===== src/hdl/i2cm_pkg.sv =====
package i2cm_pkg;

  localparam int DIVIDER_WIDTH_DEF = 16;
  localparam int COUNT_WIDTH_DEF   = 16;

  localparam logic [15:0] TICKS_RESET   = 16'd80;
  localparam logic [7:0]  ADDR_DIR_MASK = 8'hfe;
  localparam logic [7:0]  ADDR_READ_BIT = 8'h01;

  // Request codes carried on the action field.
  localparam logic [1:0] ACT_TICK  = 2'd0;
  localparam logic [1:0] ACT_WRITE = 2'd1;
  localparam logic [1:0] ACT_READ  = 2'd2;

  // Completion status codes.
  localparam logic [1:0] ST_OK       = 2'd0;
  localparam logic [1:0] ST_ADDR_NAK = 2'd1;
  localparam logic [1:0] ST_DATA_NAK = 2'd2;

  typedef enum logic [3:0] {
    PH_IDLE     = 4'd0,
    PH_START    = 4'd1,
    PH_BIT_LOW  = 4'd2,
    PH_BIT_HIGH = 4'd3,
    PH_ACK_LOW  = 4'd4,
    PH_ACK_HIGH = 4'd5,
    PH_STOP_A   = 4'd6,
    PH_STOP_B   = 4'd7,
    PH_STOP_C   = 4'd8
  } phase_t;

endpackage


===== src/hdl/i2cm_in_if.sv =====
interface i2cm_in_if;
  logic        valid;
  logic        ready;
  logic [1:0]  action;
  logic [7:0]  address_byte;
  logic [15:0] byte_count;
  logic [7:0]  tx_byte;
  logic        sda_in;

  modport source (output valid, action, address_byte, byte_count, tx_byte, sda_in,
                  input ready);
  modport sink (input valid, action, address_byte, byte_count, tx_byte, sda_in,
                output ready);
endinterface


===== src/hdl/i2cm_out_if.sv =====
interface i2cm_out_if;
  logic       valid;
  logic       ready;
  logic       scl_out;
  logic       sda_out;
  logic       busy_res;
  logic       byte_taken;
  logic [7:0] rx_byte;
  logic       rx_valid;
  logic       done_res;
  logic [1:0] status;

  modport source (output valid, scl_out, sda_out, busy_res, byte_taken, rx_byte,
                  rx_valid, done_res, status, input ready);
  modport sink (input valid, scl_out, sda_out, busy_res, byte_taken, rx_byte,
                rx_valid, done_res, status, output ready);
endinterface


===== src/hdl/i2cm_cfg_if.sv =====
interface i2cm_cfg_if;
  logic        valid;
  logic        ready;
  logic [15:0] data;

  modport source (output valid, data, input ready);
  modport sink (input valid, data, output ready);
endinterface


===== src/hdl/i2cm_phase_timer.sv =====
module i2cm_phase_timer #(
  parameter int DIVIDER_WIDTH = i2cm_pkg::DIVIDER_WIDTH_DEF
) (
  input  logic                     clk,
  input  logic                     rst_n,
  input  logic                     step,
  input  logic [DIVIDER_WIDTH-1:0] limit,
  output logic                     phase_end
);
  import i2cm_pkg::*;

  logic [DIVIDER_WIDTH-1:0] cnt_r;
  logic [DIVIDER_WIDTH-1:0] cnt_nxt;
  logic [DIVIDER_WIDTH-1:0] cnt_inc;
  logic [DIVIDER_WIDTH-1:0] eff_limit;

  // A limit of zero behaves as one tick per phase.
  assign eff_limit = (limit == '0) ? DIVIDER_WIDTH'(1) : limit;
  assign cnt_inc   = cnt_r + DIVIDER_WIDTH'(1);
  assign phase_end = (cnt_inc >= eff_limit);

  always_comb begin
    cnt_nxt = cnt_r;
    if (step) begin
      cnt_nxt = phase_end ? '0 : cnt_inc;
    end
  end

  always_ff @(posedge clk) begin
    if (!rst_n) begin
      cnt_r <= '0;
    end else begin
      cnt_r <= cnt_nxt;
    end
  end

endmodule


===== src/hdl/i2c_master_byte_transfer.sv =====
// Channel   Direction  Handshake            Carries
// in_if     sink       valid/ready          action, address_byte, byte_count, tx_byte, sda_in
// out_if    source     valid/ready          scl_out, sda_out, busy_res, byte_taken, rx_byte,
//                                           rx_valid, done_res, status
// cfg_if    sink       valid/ready          ticks_per_phase write data
//
// One request is accepted per clock unless the output register stalls, and its result appears
// in the output register on the next cycle; the bus state update itself is a single pass through the phase logic.
// The output register decouples the sides: a request is taken whenever the register is
// empty or is being drained in the same cycle, so a stalled result stops input only then.
// Synchronous active-low reset returns the bus to idle with SCL and SDA released and the
// phase divider at 80 ticks. cfg_if is always ready; the user must write it only while idle, as the block has no check.
module i2c_master_byte_transfer #(
  parameter int DIVIDER_WIDTH = i2cm_pkg::DIVIDER_WIDTH_DEF,
  parameter int COUNT_WIDTH   = i2cm_pkg::COUNT_WIDTH_DEF
) (
  input logic       clk,
  input logic       rst_n,
  i2cm_in_if.sink   in_if,
  i2cm_out_if.source out_if,
  i2cm_cfg_if.sink  cfg_if
);
  import i2cm_pkg::*;

  logic [15:0] ticks_r;

  phase_t                 phase_r, phase_nxt;
  logic [2:0]             bit_r, bit_nxt;
  logic [COUNT_WIDTH-1:0] left_r, left_nxt;
  logic [7:0]             shift_r, shift_nxt;
  logic                   is_read_r, is_read_nxt;
  logic                   addr_stage_r, addr_stage_nxt;
  logic                   scl_r, scl_nxt;
  logic                   sda_r, sda_nxt;
  logic [1:0]             code_r, code_nxt;

  logic       out_valid_r;
  logic       o_scl_r, o_sda_r, o_busy_r, o_taken_r, o_rxv_r, o_done_r;
  logic [7:0] o_rxb_r;
  logic [1:0] o_stat_r;

  logic       taken, rxv, done;
  logic [7:0] rxb;
  logic [1:0] stat;
  logic [7:0] sampled;
  logic       receiving;
  logic       accept;
  logic       phase_end;
  logic [COUNT_WIDTH-1:0]   count_in;
  logic [DIVIDER_WIDTH-1:0] limit;

  assign in_if.ready  = !out_valid_r || out_if.ready;
  assign cfg_if.ready = 1'b1;
  assign accept       = in_if.valid && in_if.ready;
  assign receiving    = is_read_r && !addr_stage_r;
  assign count_in     = COUNT_WIDTH'(in_if.byte_count);
  assign limit        = DIVIDER_WIDTH'(ticks_r);

  always_ff @(posedge clk) begin
    if (!rst_n) begin
      ticks_r <= TICKS_RESET;
    end else if (cfg_if.valid && cfg_if.ready) begin
      ticks_r <= cfg_if.data;
    end
  end

  i2cm_phase_timer #(
    .DIVIDER_WIDTH(DIVIDER_WIDTH)
  ) u_timer (
    .clk       (clk),
    .rst_n     (rst_n),
    .step      (accept && (phase_r != PH_IDLE)),
    .limit     (limit),
    .phase_end (phase_end)
  );

  always_comb begin
    phase_nxt      = phase_r;
    bit_nxt        = bit_r;
    left_nxt       = left_r;
    shift_nxt      = shift_r;
    is_read_nxt    = is_read_r;
    addr_stage_nxt = addr_stage_r;
    scl_nxt        = scl_r;
    sda_nxt        = sda_r;
    code_nxt       = code_r;
    taken          = 1'b0;
    rxv            = 1'b0;
    rxb            = 8'd0;
    done           = 1'b0;
    stat           = ST_OK;
    sampled        = shift_r;
    if (receiving && in_if.sda_in) begin
      sampled[bit_r] = 1'b1;
    end

    if (phase_r == PH_IDLE) begin
      if (in_if.action == ACT_WRITE || in_if.action == ACT_READ) begin
        is_read_nxt    = (in_if.action == ACT_READ);
        shift_nxt      = (in_if.action == ACT_READ) ? (in_if.address_byte | ADDR_READ_BIT)
                                                    : (in_if.address_byte & ADDR_DIR_MASK);
        left_nxt       = count_in;
        // A read of zero bytes still moves one byte.
        if (in_if.action == ACT_READ && count_in == '0) begin
          left_nxt = COUNT_WIDTH'(1);
        end
        code_nxt       = ST_OK;
        addr_stage_nxt = 1'b1;
        bit_nxt        = 3'd0;
        phase_nxt      = PH_START;
        scl_nxt        = 1'b1;
        sda_nxt        = 1'b0;
      end
    end else if (phase_end) begin
      unique case (phase_r)
        PH_START: begin
          bit_nxt   = 3'd7;
          phase_nxt = PH_BIT_LOW;
          scl_nxt   = 1'b0;
          sda_nxt   = shift_r[7];
        end
        PH_BIT_LOW: begin
          phase_nxt = PH_BIT_HIGH;
          scl_nxt   = 1'b1;
        end
        PH_BIT_HIGH: begin
          shift_nxt = sampled;
          scl_nxt   = 1'b0;
          if (bit_r != 3'd0) begin
            bit_nxt   = bit_r - 3'd1;
            phase_nxt = PH_BIT_LOW;
            sda_nxt   = receiving ? 1'b1 : shift_r[bit_r - 3'd1];
          end else begin
            phase_nxt = PH_ACK_LOW;
            // The master acknowledges every read byte except the last.
            sda_nxt   = receiving ? !(left_r > COUNT_WIDTH'(1)) : 1'b1;
          end
        end
        PH_ACK_LOW: begin
          phase_nxt = PH_ACK_HIGH;
          scl_nxt   = 1'b1;
        end
        PH_ACK_HIGH: begin
          scl_nxt = 1'b0;
          if (receiving) begin
            rxv = 1'b1;
            rxb = shift_r;
            if (left_r > COUNT_WIDTH'(1)) begin
              left_nxt  = left_r - COUNT_WIDTH'(1);
              shift_nxt = 8'd0;
              bit_nxt   = 3'd7;
              phase_nxt = PH_BIT_LOW;
              sda_nxt   = 1'b1;
            end else begin
              left_nxt  = '0;
              phase_nxt = PH_STOP_A;
              sda_nxt   = 1'b0;
            end
          end else if (in_if.sda_in) begin
            code_nxt  = addr_stage_r ? ST_ADDR_NAK : ST_DATA_NAK;
            phase_nxt = PH_STOP_A;
            sda_nxt   = 1'b0;
          end else begin
            addr_stage_nxt = 1'b0;
            if (is_read_r) begin
              shift_nxt = 8'd0;
              bit_nxt   = 3'd7;
              phase_nxt = PH_BIT_LOW;
              sda_nxt   = 1'b1;
            end else if (left_r == '0) begin
              phase_nxt = PH_STOP_A;
              sda_nxt   = 1'b0;
            end else begin
              left_nxt  = left_r - COUNT_WIDTH'(1);
              taken     = 1'b1;
              shift_nxt = in_if.tx_byte;
              bit_nxt   = 3'd7;
              phase_nxt = PH_BIT_LOW;
              sda_nxt   = in_if.tx_byte[7];
            end
          end
        end
        PH_STOP_A: begin
          phase_nxt = PH_STOP_B;
          scl_nxt   = 1'b1;
          sda_nxt   = 1'b0;
        end
        PH_STOP_B: begin
          phase_nxt = PH_STOP_C;
          scl_nxt   = 1'b1;
          sda_nxt   = 1'b1;
        end
        default: begin
          phase_nxt      = PH_IDLE;
          scl_nxt        = 1'b1;
          sda_nxt        = 1'b1;
          addr_stage_nxt = 1'b0;
          done           = 1'b1;
          stat           = code_r;
        end
      endcase
    end
  end

  always_ff @(posedge clk) begin
    if (!rst_n) begin
      phase_r      <= PH_IDLE;
      bit_r        <= 3'd0;
      left_r       <= '0;
      shift_r      <= 8'd0;
      is_read_r    <= 1'b0;
      addr_stage_r <= 1'b0;
      scl_r        <= 1'b1;
      sda_r        <= 1'b1;
      code_r       <= ST_OK;
    end else if (accept) begin
      phase_r      <= phase_nxt;
      bit_r        <= bit_nxt;
      left_r       <= left_nxt;
      shift_r      <= shift_nxt;
      is_read_r    <= is_read_nxt;
      addr_stage_r <= addr_stage_nxt;
      scl_r        <= scl_nxt;
      sda_r        <= sda_nxt;
      code_r       <= code_nxt;
    end
  end

  always_ff @(posedge clk) begin
    if (!rst_n) begin
      out_valid_r <= 1'b0;
    end else if (accept) begin
      out_valid_r <= 1'b1;
    end else if (out_if.ready) begin
      out_valid_r <= 1'b0;
    end
  end

  always_ff @(posedge clk) begin
    if (accept) begin
      o_scl_r   <= scl_nxt;
      o_sda_r   <= sda_nxt;
      o_busy_r  <= (phase_nxt != PH_IDLE);
      o_taken_r <= taken;
      o_rxb_r   <= rxb;
      o_rxv_r   <= rxv;
      o_done_r  <= done;
      o_stat_r  <= stat;
    end
  end

  assign out_if.valid      = out_valid_r;
  assign out_if.scl_out    = o_scl_r;
  assign out_if.sda_out    = o_sda_r;
  assign out_if.busy_res   = o_busy_r;
  assign out_if.byte_taken = o_taken_r;
  assign out_if.rx_byte    = o_rxb_r;
  assign out_if.rx_valid   = o_rxv_r;
  assign out_if.done_res   = o_done_r;
  assign out_if.status     = o_stat_r;

  // When the bus is idle both lines are released.
  a_idle_released: assert property (@(posedge clk) disable iff (!rst_n)
    phase_r == PH_IDLE |-> scl_r && sda_r)
    else $error("bus idle with a line pulled low");

  // A completed STOP always leaves the master idle.
  a_done_not_busy: assert property (@(posedge clk) disable iff (!rst_n)
    accept && done |=> phase_r == PH_IDLE && !out_if.busy_res)
    else $error("STOP completed but master still busy");

  // A write byte is only fetched during a write transfer, a read byte only during a read.
  a_taken_write: assert property (@(posedge clk) disable iff (!rst_n)
    accept && taken |-> !is_read_r && !rxv)
    else $error("tx byte taken during a read");

  a_rx_read: assert property (@(posedge clk) disable iff (!rst_n)
    accept && rxv |-> is_read_r && !addr_stage_r)
    else $error("rx byte reported outside a read data phase");

  // Data bits change only while SCL is low, except for START and STOP conditions.
  a_sda_scl_low: assert property (@(posedge clk) disable iff (!rst_n)
    accept && scl_r && scl_nxt && (sda_nxt != sda_r) |->
      phase_nxt == PH_START || phase_nxt == PH_STOP_C)
    else $error("SDA changed while SCL high");

endmodule

===== src/flat_wrapper.sv =====
// flat-port wrapper written by rule: the top's interface ports become plain ports
module i2c_master_byte_transfer_flat import i2cm_pkg::*;
#(
  parameter int DIVIDER_WIDTH = i2cm_pkg::DIVIDER_WIDTH_DEF,
  parameter int COUNT_WIDTH   = i2cm_pkg::COUNT_WIDTH_DEF
)
  (clk, rst_n, in_if_valid, in_if_action, in_if_address_byte, in_if_byte_count, in_if_tx_byte, in_if_sda_in, in_if_ready, out_if_valid, out_if_scl_out, out_if_sda_out, out_if_busy_res, out_if_byte_taken, out_if_rx_byte, out_if_rx_valid, out_if_done_res, out_if_status, out_if_ready, cfg_if_valid, cfg_if_data, cfg_if_ready);
  i2cm_in_if in_if_i ();
  i2cm_out_if out_if_i ();
  i2cm_cfg_if cfg_if_i ();
  input logic clk;
  input logic rst_n;
  input wire logic [$bits(in_if_i.valid)-1:0] in_if_valid;
  input wire logic [$bits(in_if_i.action)-1:0] in_if_action;
  input wire logic [$bits(in_if_i.address_byte)-1:0] in_if_address_byte;
  input wire logic [$bits(in_if_i.byte_count)-1:0] in_if_byte_count;
  input wire logic [$bits(in_if_i.tx_byte)-1:0] in_if_tx_byte;
  input wire logic [$bits(in_if_i.sda_in)-1:0] in_if_sda_in;
  output wire logic [$bits(in_if_i.ready)-1:0] in_if_ready;
  output wire logic [$bits(out_if_i.valid)-1:0] out_if_valid;
  output wire logic [$bits(out_if_i.scl_out)-1:0] out_if_scl_out;
  output wire logic [$bits(out_if_i.sda_out)-1:0] out_if_sda_out;
  output wire logic [$bits(out_if_i.busy_res)-1:0] out_if_busy_res;
  output wire logic [$bits(out_if_i.byte_taken)-1:0] out_if_byte_taken;
  output wire logic [$bits(out_if_i.rx_byte)-1:0] out_if_rx_byte;
  output wire logic [$bits(out_if_i.rx_valid)-1:0] out_if_rx_valid;
  output wire logic [$bits(out_if_i.done_res)-1:0] out_if_done_res;
  output wire logic [$bits(out_if_i.status)-1:0] out_if_status;
  input wire logic [$bits(out_if_i.ready)-1:0] out_if_ready;
  input wire logic [$bits(cfg_if_i.valid)-1:0] cfg_if_valid;
  input wire logic [$bits(cfg_if_i.data)-1:0] cfg_if_data;
  output wire logic [$bits(cfg_if_i.ready)-1:0] cfg_if_ready;
  assign in_if_i.valid = in_if_valid;
  assign in_if_i.action = in_if_action;
  assign in_if_i.address_byte = in_if_address_byte;
  assign in_if_i.byte_count = in_if_byte_count;
  assign in_if_i.tx_byte = in_if_tx_byte;
  assign in_if_i.sda_in = in_if_sda_in;
  assign in_if_ready = in_if_i.ready;
  assign out_if_valid = out_if_i.valid;
  assign out_if_scl_out = out_if_i.scl_out;
  assign out_if_sda_out = out_if_i.sda_out;
  assign out_if_busy_res = out_if_i.busy_res;
  assign out_if_byte_taken = out_if_i.byte_taken;
  assign out_if_rx_byte = out_if_i.rx_byte;
  assign out_if_rx_valid = out_if_i.rx_valid;
  assign out_if_done_res = out_if_i.done_res;
  assign out_if_status = out_if_i.status;
  assign out_if_i.ready = out_if_ready;
  assign cfg_if_i.valid = cfg_if_valid;
  assign cfg_if_i.data = cfg_if_data;
  assign cfg_if_ready = cfg_if_i.ready;
  i2c_master_byte_transfer #(.DIVIDER_WIDTH(DIVIDER_WIDTH), .COUNT_WIDTH(COUNT_WIDTH)) u_core (.clk(clk), .rst_n(rst_n), .in_if(in_if_i), .out_if(out_if_i), .cfg_if(cfg_if_i));
endmodule

===== config.mk =====
export PLATFORM = sky130hd
export DESIGN_NAME = i2c_master_byte_transfer_flat
export DESIGN_NICKNAME = d
export VERILOG_FILES = /design/src/hdl/i2cm_pkg.sv /design/src/hdl/i2cm_in_if.sv /design/src/hdl/i2cm_out_if.sv /design/src/hdl/i2cm_cfg_if.sv /design/src/hdl/i2cm_phase_timer.sv /design/src/hdl/i2c_master_byte_transfer.sv /design/src/flat_wrapper.sv
export SDC_FILE = /design/constraint.sdc
export NUM_CORES = 1
export LEC_CHECK = 0
export BUFFER_PORTS_ARGS = -buffer_cell sky130_fd_sc_hd__clkbuf_2
export CORE_UTILIZATION = 55
export CTS_CLUSTER_SIZE = 28
export DETAILED_ROUTE_END_ITERATION = 6
export GPL_ROUTABILITY_DRIVEN = 0
export PLACE_DENSITY = 0.78
export SYNTH_ARGS = -nofsm -noshare
export SYNTH_HDL_FRONTEND = slang
export SYNTH_SLANG_ARGS = --single-unit

===== constraint.sdc =====
create_clock -name clk -period 9.7 [get_ports clk]
set_input_delay 0.97 -clock clk [delete_from_list [all_inputs] [get_ports clk]]
set_output_delay 0.97 -clock clk [all_outputs]
set_load 0.05 [all_outputs]

==> reports/results.ini <==
[grt]
grt_max_degree=79
grt_pass1_wl_um=21900
grt_overflow=0
antenna_found_initial=0
gr-usage-all-layers_pct=27.0
grt_pass1_vias=4731

[pwr]
p_per_area_nw_per_um2=141
p_leak_nw=2.58
ir_worst_vdd_mv=0.0767
total_power_mw=0.833

[critical_path]
r2r_end=u_core.out_if.rx_byte[5]
path_class=flop to flop
crit_arrival_ns=4.71
endpoint_kind=flop
r2r_slack_ns=5.21
worstRegToRegCells=14
startpoint_type=flop
cp.required_ns=9.93
rr_startpoint=u_core.u_timer.cnt_r[0]
cp_max_fo=15

[run]
cap_violations=0

[routing]
ant_nets=0
viasPerCell=6.18
firstDrtPassIters=5
drt-initial-drc-count=456
wirelength_um=13100
drc_errors=0
vias=5046
wl_per_cell_um=16.1

[logic_synthesis]
synth_largest_area_cell=dfxtp_1
ys_top_cells_by_count=70 x dfxtp_1, 67 x nand2_1, 44 x a21oi_1
synth.area.top_cells=dfxtp_1 26%, edfxtp_1 9.0%, ha_1 5.4%, nand2_1 4.7%, a21oi_1 4.1%
syn_area_um2=5320
ys.flop_type=dfxtp_1
syn_inst=628
synth.distinct_cells=70
synth_edf_count=16
synth_seq_area_share_pct=35.4
async_flop_share_pct=0
ys.warnings.count=0
yosysMostFrequentCell=dfxtp_1
syn_nets=707
syn_area_per_cell_um2=8.47
ys_ff_latch=86
netlist.area_leader.share_pct=26.4

[layout]
area_delta_synth_final_pct=11.1
design_area_um2=5910
diodes=0
fill_cells=855
nets=761
layout.cells.non_filler=816
drive_gt1_share_pct=15.7
utilization_pct=63.6

[min_path]
hold_depth=2
min_path_type=flop to flop
hp-start=u_core.scl_r
holdPathEnd=u_core.scl_r

[cts]
hold_buffers=0
cts_sinks=86
cts_tree=yes
clock_latency_ns=0.36
cts-htree-levels=3
clkTransAtPathRegs_ns=0.09
post_cts_buffers=0
clockRootBuffer=clkbuf_8
cts_buffers=9
cts_resized=0
clock_path_buffers=2

[placement]
port-buffer-count=72
pre_cts_ws_ns=5.26
dp_cells=800
post_dp_cell_area_um2=5730
dp.final_hpwl_um=9540

[sta]
rsz0062_at_grt=false
min_period_ns=4.49
fin_worst_skew_ns=0.00931
max_freq_mhz=223
fin_crit_sh_pct=46.3
drv_slew=0
hold_viol=0
hold_ws_ns=0.486
tightest_slew_ns=1.08
setup_violations=0
finalWorstSetupSlack_ns=5.21
slew_headroom_pct=27.5
setup_tns_ns=0

[floorplan]
start_util_pct=57.3
io_pins=75
die_area_um2=10100
core_area_um2=9280
rows=35
fp.dieW_um=100
die_y_um=100

[run_status]
status=finished clean

## sequential cells by signal, indices dropped and copies added, names as in the netlist, 2 cells and up
register,count
u_core.out_if.rx_byte,8
u_core.u_timer.cnt_r,16
u_core.code_r,2
u_core.phase_r,4
u_core.shift_r,8
u_core.out_if.status,2
u_core.limit,16
u_core.left_r,16
u_core.bit_r,3
## cells in the final DEF (no fill, tap or decap), types with 17 or more instances in the layout
| cell type | instances |
|---|---|
| nand3_1 | 23 |
| o21ai_0 | 24 |
| nor2_1 | 30 |
| clkbuf_2 | 72 |
| o211a_1 | 17 |
| ha_1 | 23 |
| nand2_1 | 67 |
| mux2i_1 | 17 |
| a21oi_1 | 44 |
| dfxtp_1 | 70 |
| nor2b_1 | 31 |
| inv_1 | 28 |
## metal layers
layer  global-route usage [%]  part of all wire (%)  vias up
li1                         -                     -     2414
met1                     37.0                    45     2352
met2                     43.4                    46      243
met3                     4.11                   7.2       37
met4                     9.14                   2.0        0
met5                        0                     0        -
## worst max-delay path by stage
stage                            start                        to  slack (ns)  cells after the start
6_report       u_core.u_timer.cnt_r[0]  u_core.out_if.rx_byte[5]        5.21                     14
4_1_cts        u_core.u_timer.cnt_r[0]  u_core.out_if.rx_byte[5]        5.23                     14
2_1_floorplan  u_core.u_timer.cnt_r[0]    u_core.out_if.busy_res        6.05                     15
5_1_grt        u_core.u_timer.cnt_r[0]  u_core.u_timer.cnt_r[13]        4.73                     14
3_5_place_dp   u_core.u_timer.cnt_r[0]  u_core.out_if.rx_byte[5]        5.26                     14
3_3_place_gp   u_core.u_timer.cnt_r[0]  u_core.out_if.rx_byte[0]        5.45                     14
## critical path: stages, from the launching register on
cell and delay (ns):
dfxtp_1 0.45, ha_1 0.26, nand3_1 0.20, nor4_1 0.61, and3_1 0.32, nand3_1 0.15
xnor2_1 0.18, ha_1 0.30, nand2_1 0.05, o21a_1 0.20, o31ai_1 0.12, o21ai_1 0.12
buf_4 0.21, nor4_1 0.93, and2_1 0.25
## cells by family (layout without fill, tap and decap cells)
kind of cell	after synthesis	count (layout)	share of synthesized area [%]
AO/OA/AOI/OAI	172	172	22.6
XOR/XNOR	20	20	3.29
adder cells (fa/ha/maj)	23	23	5.41
buffers and inverters	62	121	4.71
flip-flops	86	86	35.4
multiplexers	19	19	4.05
other	1	1	0.0705
AND/OR/NAND/NOR	245	245	24.5
## report_power, final
part | internal (mW) | total, mW | switching (mW)
clock | 0.0935 | 0.233 | 0.139
combinational | 0.0749 | 0.194 | 0.119
sequential | 0.384 | 0.407 | 0.0232
total | 0.553 | 0.833 | 0.281
## cell type report
class	count	area, µm²	share of cell area (%)
Multi-Input combinational cell	480	3190	54.0
Sequential cell	86	1880	31.9
Timing Repair Buffer	76	390	6.61
Tap cell	129	161	2.73
Clock buffer	9	124	2.10
Inverter	29	109	1.84
Clock inverter	7	48.8	0.826
Note: power is estimated with default switching activity, not from simulation.
